## src/b64e_pkg.sv

```systemverilog
// ----------------------------------------------------------------------------
// b64e_pkg
// Shared types, constants and the character map for the base64 line encoder.
// ----------------------------------------------------------------------------
package b64e_pkg;

  localparam logic [7:0] GPL_RESET  = 8'd19;
  localparam logic [7:0] CHAR_PAD   = 8'h3D;
  localparam logic [7:0] CHAR_NL    = 8'h0A;
  localparam logic [7:0] CHAR_UPPER = 8'h41;
  localparam logic [7:0] CHAR_LOWER = 8'h61;
  localparam logic [7:0] CHAR_DIGIT = 8'h30;
  localparam logic [7:0] CHAR_PLUS  = 8'h2B;
  localparam logic [7:0] CHAR_SLASH = 8'h2F;

  typedef struct packed {
    logic [7:0] data_byte;
    logic       last_byte;
  } in_t;

  typedef struct packed {
    logic [7:0] out_char;
    logic       out_last;
  } out_t;

  // One byte's worth of output work, as handed from the front to the back.
  typedef struct packed {
    logic       nl;     // newline leads the characters
    logic [5:0] code0;  // first code, always present
    logic [5:0] code1;  // second code
    logic       two;    // code1 is present
    logic [1:0] pads;   // trailing pad characters
    logic       last;   // final character closes the message
  } job_t;

  // Maps a six-bit code onto the standard base64 alphabet.
  function automatic logic [7:0] code_to_char(input logic [5:0] code);
    logic [7:0] c;
    c = {2'b00, code};
    if (code < 6'd26) begin
      return CHAR_UPPER + c;
    end else if (code < 6'd52) begin
      return CHAR_LOWER + c - 8'd26;
    end else if (code < 6'd62) begin
      return CHAR_DIGIT + c - 8'd52;
    end else if (code == 6'd62) begin
      return CHAR_PLUS;
    end else begin
      return CHAR_SLASH;
    end
  endfunction

endpackage

```

## src/b64e_front.sv

```systemverilog
// ----------------------------------------------------------------------------
// b64e_front
// Accepts bytes, tracks group phase and line fill, and emits one job per byte.
// ----------------------------------------------------------------------------
module b64e_front (
  input  logic           clk,
  input  logic           rst_n,
  input  logic           accept,
  input  b64e_pkg::in_t  in_data,
  input  logic [7:0]     groups_per_line,
  output b64e_pkg::job_t job
);

  logic [1:0] phase_r, phase_nxt;
  logic [3:0] left_r, left_nxt;
  logic [7:0] line_r, line_nxt;
  logic [7:0] b;
  logic       last;

  assign b    = in_data.data_byte;
  assign last = in_data.last_byte;

  always_comb begin
    job       = '0;
    job.last  = last;
    phase_nxt = phase_r;
    left_nxt  = left_r;
    line_nxt  = line_r;
    case (phase_r)
      2'd1: begin
        job.code0 = {left_r[1:0], b[7:4]};
        job.code1 = {b[3:0], 2'b00};
        job.two   = last;
        job.pads  = last ? 2'd1 : 2'd0;
        left_nxt  = b[3:0];
        phase_nxt = 2'd2;
      end
      2'd2: begin
        job.code0 = {left_r, b[7:6]};
        job.code1 = b[5:0];
        job.two   = 1'b1;
        left_nxt  = 4'd0;
        phase_nxt = 2'd0;
      end
      default: begin
        if (line_r != 8'd0 && line_r >= groups_per_line) begin
          job.nl   = 1'b1;
          line_nxt = 8'd1;
        end else begin
          line_nxt = line_r + 8'd1;
        end
        job.code0 = b[7:2];
        job.code1 = {b[1:0], 4'b0000};
        job.two   = last;
        job.pads  = last ? 2'd2 : 2'd0;
        left_nxt  = {2'b00, b[1:0]};
        phase_nxt = 2'd1;
      end
    endcase
    if (last) begin
      phase_nxt = 2'd0;
      left_nxt  = 4'd0;
      line_nxt  = 8'd0;
    end
  end

  always_ff @(posedge clk) begin
    if (!rst_n) begin
      phase_r <= 2'd0;
      left_r  <= 4'd0;
      line_r  <= 8'd0;
    end else if (accept) begin
      phase_r <= phase_nxt;
      left_r  <= left_nxt;
      line_r  <= line_nxt;
    end
  end

  phase_legal_a: assert property (@(posedge clk) disable iff (!rst_n) phase_r != 2'd3)
    else $error("front group phase reached an unused value");

endmodule

```

## src/b64e_fifo.sv

```systemverilog
// ----------------------------------------------------------------------------
// b64e_fifo
// Short job queue that decouples the byte front from the character back.
// ----------------------------------------------------------------------------
module b64e_fifo #(
  parameter int DEPTH = 4
) (
  input  logic           clk,
  input  logic           rst_n,
  input  logic           wr,
  input  b64e_pkg::job_t wr_data,
  input  logic           rd,
  output b64e_pkg::job_t rd_data,
  output logic           full,
  output logic           empty
);

  localparam int PW = (DEPTH > 1) ? $clog2(DEPTH) : 1;
  localparam int CW = $clog2(DEPTH + 1);
  localparam logic [PW-1:0] LAST_PTR = PW'(DEPTH - 1);
  localparam logic [CW-1:0] DEPTH_C  = CW'(DEPTH);

  b64e_pkg::job_t mem [DEPTH];
  logic [PW-1:0]  wp_r, rp_r;
  logic [CW-1:0]  cnt_r;

  assign full    = (cnt_r == DEPTH_C);
  assign empty   = (cnt_r == '0);
  assign rd_data = mem[rp_r];

  always_ff @(posedge clk) begin
    if (wr) begin
      mem[wp_r] <= wr_data;
    end
  end

  always_ff @(posedge clk) begin
    if (!rst_n) begin
      wp_r  <= '0;
      rp_r  <= '0;
      cnt_r <= '0;
    end else begin
      if (wr) begin
        wp_r <= (wp_r == LAST_PTR) ? '0 : wp_r + 1'b1;
      end
      if (rd) begin
        rp_r <= (rp_r == LAST_PTR) ? '0 : rp_r + 1'b1;
      end
      if (wr && !rd) begin
        cnt_r <= cnt_r + 1'b1;
      end else if (rd && !wr) begin
        cnt_r <= cnt_r - 1'b1;
      end
    end
  end

  cnt_bound_a: assert property (@(posedge clk) disable iff (!rst_n) cnt_r <= DEPTH_C)
    else $error("job queue count exceeds its depth");

  no_overrun_a: assert property (@(posedge clk) disable iff (!rst_n) !(wr && full))
    else $error("job written into a full queue");

  no_underrun_a: assert property (@(posedge clk) disable iff (!rst_n) !(rd && empty))
    else $error("job read from an empty queue");

endmodule

```

## src/b64e_back.sv

```systemverilog
// ----------------------------------------------------------------------------
// b64e_back
// Walks each job one character per cycle into the output register when free.
// ----------------------------------------------------------------------------
module b64e_back (
  input  logic            clk,
  input  logic            rst_n,
  input  b64e_pkg::job_t  job,
  input  logic            job_avail,
  output logic            job_done,
  input  logic            pop,
  output logic            empty,
  output b64e_pkg::out_t  out_data
);

  logic [2:0]     slot_r;
  logic [2:0]     len;
  logic [2:0]     k;
  logic           final_slot;
  logic           emit;
  logic           out_valid_r;
  b64e_pkg::out_t out_r;
  b64e_pkg::out_t cur;

  assign len        = 3'(job.nl) + 3'd1 + 3'(job.two) + 3'(job.pads);
  assign k          = slot_r - 3'(job.nl);
  assign final_slot = (slot_r == len - 3'd1);
  assign emit       = job_avail && (!out_valid_r || pop);
  assign job_done   = emit && final_slot;

  always_comb begin
    cur.out_last = job.last && final_slot;
    if (job.nl && slot_r == 3'd0) begin
      cur.out_char = b64e_pkg::CHAR_NL;
    end else if (k == 3'd0) begin
      cur.out_char = b64e_pkg::code_to_char(job.code0);
    end else if (k == 3'd1 && job.two) begin
      cur.out_char = b64e_pkg::code_to_char(job.code1);
    end else begin
      cur.out_char = b64e_pkg::CHAR_PAD;
    end
  end

  always_ff @(posedge clk) begin
    if (!rst_n) begin
      slot_r      <= 3'd0;
      out_valid_r <= 1'b0;
    end else begin
      if (emit) begin
        slot_r <= final_slot ? 3'd0 : slot_r + 3'd1;
      end
      if (emit) begin
        out_valid_r <= 1'b1;
      end else if (pop) begin
        out_valid_r <= 1'b0;
      end
    end
  end

  always_ff @(posedge clk) begin
    if (emit) begin
      out_r <= cur;
    end
  end

  assign empty    = !out_valid_r;
  assign out_data = out_r;

  slot_in_job_a: assert property (@(posedge clk) disable iff (!rst_n)
      job_avail |-> slot_r < len)
    else $error("character slot ran past the end of its job");

  idle_slot_a: assert property (@(posedge clk) disable iff (!rst_n)
      !job_avail |-> slot_r == 3'd0)
    else $error("character slot left mid-job with no job queued");

endmodule

```

## src/base64_line_wrapped_encoder.sv

```systemverilog
// ----------------------------------------------------------------------------
// base64_line_wrapped_encoder
// Byte-in, character-out base64 encoder with newline insertion per line.
// ----------------------------------------------------------------------------
// Bytes enter through a queue-style port (push/full) and encoded characters
// leave through another (empty/pop). Every byte gives one to five characters:
// an optional leading newline once a line holds groups_per_line groups, one or
// two alphabet characters, and on the byte marked last zero to two '=' pads;
// the final character of a message carries out_last. The output side moves
// one character per clock while pop keeps the output register drained, so the
// sustained byte rate is set by how many characters each byte gives. The front
// takes one byte per cycle until the job queue of JOB_DEPTH entries fills.
// groups_per_line is written through the cfg port, which is always ready,
// and should only be changed while the encoder is idle.
// ----------------------------------------------------------------------------
module base64_line_wrapped_encoder #(
  parameter int JOB_DEPTH = 4
) (
  input  logic            clk,
  input  logic            rst_n,
  input  logic            push,
  output logic            full,
  input  b64e_pkg::in_t   in_data,
  output logic            empty,
  input  logic            pop,
  output b64e_pkg::out_t  out_data,
  input  logic            cfg_valid,
  output logic            cfg_ready,
  input  logic [7:0]      cfg_data
);

  logic           gpl_wr;
  logic [7:0]     gpl_r;
  logic           accept;
  b64e_pkg::job_t front_job;
  b64e_pkg::job_t head_job;
  logic           q_empty;
  logic           job_done;

  // The configuration channel never stalls; a write transaction lands at once.
  assign cfg_ready = 1'b1;
  assign gpl_wr    = cfg_valid && cfg_ready;

  always_ff @(posedge clk) begin
    if (!rst_n) begin
      gpl_r <= b64e_pkg::GPL_RESET;
    end else if (gpl_wr) begin
      gpl_r <= cfg_data;
    end
  end

  // An input transaction completes whenever the job queue has room.
  assign accept = push && !full;

  // The front classifies each byte into a job and keeps the group state.
  b64e_front u_front (
    .clk             (clk),
    .rst_n           (rst_n),
    .accept          (accept),
    .in_data         (in_data),
    .groups_per_line (gpl_r),
    .job             (front_job)
  );

  // The queue lets the front run ahead while the back drains characters.
  b64e_fifo #(
    .DEPTH (JOB_DEPTH)
  ) u_fifo (
    .clk     (clk),
    .rst_n   (rst_n),
    .wr      (accept),
    .wr_data (front_job),
    .rd      (job_done),
    .rd_data (head_job),
    .full    (full),
    .empty   (q_empty)
  );

  // The back emits one character per cycle into its output register when free.
  b64e_back u_back (
    .clk       (clk),
    .rst_n     (rst_n),
    .job       (head_job),
    .job_avail (!q_empty),
    .job_done  (job_done),
    .pop       (pop),
    .empty     (empty),
    .out_data  (out_data)
  );

  gpl_hold_a: assert property (@(posedge clk) disable iff (!rst_n)
      !gpl_wr |=> gpl_r == $past(gpl_r))
    else $error("line length changed without a configuration transaction");

endmodule
```

## config.mk

```make
export PLATFORM = sky130hd
export DESIGN_NAME = base64_line_wrapped_encoder
export DESIGN_NICKNAME = d
export VERILOG_FILES = /design/src/b64e_pkg.sv /design/src/b64e_front.sv /design/src/b64e_fifo.sv /design/src/b64e_back.sv /design/src/base64_line_wrapped_encoder.sv
export SDC_FILE = /design/constraint.sdc
export NUM_CORES = 1
export LEC_CHECK = 0
export BUFFER_PORTS_ARGS = -buffer_cell sky130_fd_sc_hd__buf_2
export CAP_MARGIN = 20
export CORE_ASPECT_RATIO = 1.2
export CORE_MARGIN = 2
export CORE_UTILIZATION = 35
export CTS_CLUSTER_DIAMETER = 150
export DETAILED_ROUTE_END_ITERATION = 16
export GPL_ROUTABILITY_DRIVEN = 0
export SLEW_MARGIN = 20
export SYNTH_ARGS = -nofsm -noshare
export SYNTH_HDL_FRONTEND = slang
export SYNTH_SLANG_ARGS = --single-unit
```

## constraint.sdc

```tcl
create_clock -name clk -period 10.5 [get_ports clk]
set_input_delay 0 -clock clk [delete_from_list [all_inputs] [get_ports clk]]
set_output_delay 0 -clock clk [all_outputs]
set_load 0.05 [all_outputs]
```

==> results.sh <==
export IMPL_status="finished, final reports clean"
export IMPL_period_needed_ps=4270
export IMPL_grt_first_pass_wirelength_um=19400
export IMPL_cap_violations=0
export IMPL_crit_path_end_kind="register"
export IMPL_synth_common_cells="edfxtp_1, ha_1, inv_1"
export IMPL_clock_path_buffers=2
export IMPL_dp_hpwl_um=8510
export IMPL_worstPathRequired_ps=10780
export IMPL_fin_crit_sh=0.407
export IMPL_wl_um=11700
export IMPL_antenna_found_initial=0
export IMPL_ys_ff_latch=112
export IMPL_die_w_um=123
export IMPL_ys_seq_area_frac=0.504
export IMPL_yosys_warnings=0
export IMPL_port_buffers=32
export IMPL_yosysUniqueCellTypes=58
export IMPL_finalMaxSlewViolations=0
export IMPL_grt_max_degree=28
export IMPL_power_leakage_nw=2.56
export IMPL_max_slew_worst_pin_slew_ps=903
export IMPL_cts_root_buf="clkbuf_16"
export IMPL_drc_errors=0
export IMPL_cts_setup_buffers=0
export IMPL_synth_area_top_cells="edfxtp_1, dfxtp_1, ha_1, mux4_2, inv_1"
export IMPL_cp_max_fo=17
export IMPL_hold_class="primary input to register"
export IMPL_initial_core_util=0.356
export IMPL_startpoint_type="register"
export IMPL_skew_ps=15.4
export IMPL_fin_setup_tns_ps=0
export IMPL_synth_edf_count=77
export IMPL_area_growth_pct=13.3
export IMPL_clock_latency_ps=360
export IMPL_fillers=1602
export IMPL_wl_per_cell_um=14.8
export IMPL_cts_hold_buffers_added=14
export IMPL_coreArea_sq_um=16800
export IMPL_crit_family="adder cells"
export IMPL_drive_above_1_share=0.123
export IMPL_yosys_cell_count_top_type="edfxtp_1"
export IMPL_rows=52
export IMPL_cts_tree="yes"
export IMPL_drt_iter0_markers=162
export IMPL_total_power_w=0.00143
export IMPL_multi_input_comb_area_sq_um=2720
export IMPL_syn_avg_cell_area_sq_um=11.4
export IMPL_synthFlopType="edfxtp_1"
export IMPL_ys_async_sr_fraction=0
export IMPL_timing_fmax_ghz=0.234
export IMPL_drtPass1Iterations=5
export IMPL_power_density_nw_per_um2=211
export IMPL_grt_pass1_vias=4196
export IMPL_ir_drop_uv=85.2
export IMPL_vias_per_cell=5.18
export IMPL_final_nets=633
export IMPL_htree_levels=3
export IMPL_synth_net_count=592
export IMPL_yosys_area_top_type="edfxtp_1"
export IMPL_synth_cells=524
export IMPL_grt_setup_unrepaired="false"
export IMPL_ctsResizeCount=0
export IMPL_cts_sinks=112
export IMPL_dieArea_sq_um=18100
export IMPL_clk_pin_slew_ps=80
export IMPL_timing_hold_ws_ps=24.3
export IMPL_finalSetupViolCount=0
export IMPL_regArea_sq_um=3010
export IMPL_cpPeakStageDelay_ps=830
export IMPL_hp_start="cfg_valid"
export IMPL_ios=34
export IMPL_arrival_ps=4550
export IMPL_crit_buf_inv=3
export IMPL_crit_chain="mux4_2 > ha_1 > inv_1 > ha_1 > fa_1 > xor2_1 > xnor2_1 > nand3_1 > nor2_1 > inv_1 > ha_1 > inv_1 > fa_1 > xor2_1 > or3_1 > a21boi_0"
export IMPL_grt_overflow=0
export IMPL_timing_slew_headroom=0.398
export IMPL_slowest_stage="dfxtp_1"
export IMPL_via_count=4069
export IMPL_synth_top_area_frac=0.387
export IMPL_synth_area_sq_um=5970
export IMPL_design_area_sq_um=6770
export IMPL_antenna_cells_inserted=0
export IMPL_die_h_um=147
export IMPL_antenna_left=0
export IMPL_cts_inserted_buffers=9
export IMPL_criticalPathCategory="register to register"
export IMPL_grt_usage=0.137
export IMPL_hold_viol=0
export IMPL_placed_area_sq_um=6330
-- worst register-to-register path, cell delays in order (launching register included) --
cell	delay, ps
dfxtp_1	830
mux4_2	460
ha_1	300
inv_1	40
ha_1	200
fa_1	370
xor2_1	180
xnor2_1	140
nand3_1	210
nor2_1	100
inv_1	90
ha_1	180
inv_1	60
fa_1	390
xor2_1	180
or3_1	290
a21boi_0	170
-- layer usage --
layer | up-vias | wire (um) | global-route usage
met4 | 0 | 302 | 0.0688
met1 | 1961 | 5080 | 0.166
li1 | 2005 | - | -
met5 | - | 0 | 0
met3 | 20 | 381 | 0.0233
met2 | 83 | 5890 | 0.233
-- layout by cell type (no fill, tap or decap), drive strengths merged, types with 3 or more instances in the layout --
cell,n
nor3,14
nor2,22
dfxtp,35
a311oi,5
nand3,19
inv,45
buf,33
nor2b,13
xnor2,10
clkbuf,12
ha,44
mux2i,10
a211oi,3
nand2,40
mux4,17
o21ai,28
a31oi,4
a21o,7
and3,4
and2,13
o211ai,4
a21oi,30
a221oi,3
a21boi,10
nand2b,5
edfxtp,77
or3,5
xor2,4
dlygate4sd3,14
a22oi,11
-- layout make-up --
type                            instances  area share
Timing Repair Buffer                   47      0.0455
Clock inverter                          4     0.00776
Multi-Input combinational cell        352       0.401
Clock buffer                           12      0.0364
Sequential cell                       112       0.445
Inverter                               43      0.0238
Tap cell                              216      0.0399
-- logic make-up (layout without fill, tap and decap cells) --
kind of cell | count (synthesis) | after routing | synth area share
AO/OA/AOI/OAI | 119 | 119 | 0.131
buffers and inverters | 60 | 106 | 0.0408
XOR/XNOR | 14 | 14 | 0.0205
other | 1 | 1 | 0.000628
AND/OR/NAND/NOR | 145 | 145 | 0.123
adder cells (fa/ha/maj) | 46 | 46 | 0.0989
multiplexers | 27 | 27 | 0.0809
flip-flops | 112 | 112 | 0.504
-- report_power, final --
part	internal, W	switching (W)	total [W]
sequential	0.000548	0.0000251	0.000573
combinational	0.000173	0.000337	0.000510
clock	0.000193	0.000153	0.000346
-- registers in the layout, summed over array words and instances (netlist names), named ones only --
name	count
gpl_r	8
u_back.out_data	9
u_back.out_valid_r	1
u_back.slot_r	3
u_fifo.cnt_r	3
u_fifo.mem	68
u_fifo.rp_r	2
u_fifo.wp_r	2
u_front.left_r	4
u_front.line_r	8
u_front.phase_r	2
-- worst paths after layout --
check,to,slack [ps],cells past startpoint
setup / recovery,u_fifo.cnt_r[2],6230,16
hold / removal,gpl_r[1],20,3
setup reg to reg,u_fifo.cnt_r[2],6230,16
hold reg to reg,u_front.left_r[3],460,2
-- per-stage QoR --
| stage | utilization | instances | setup slack, ps |
|---|---|---|---|
| final | 0.403 | 786 | 6230 |
| after global routing | 0.403 | 786 | 5940 |
| after CTS | 0.403 | 786 | 6190 |
| after detailed placement | 0.377 | 756 | 6210 |
| after global placement | 0.377 | 756 | 6320 |
| after floorplan | - | 524 | 6520 |
Power figures use the tool's default switching activity.
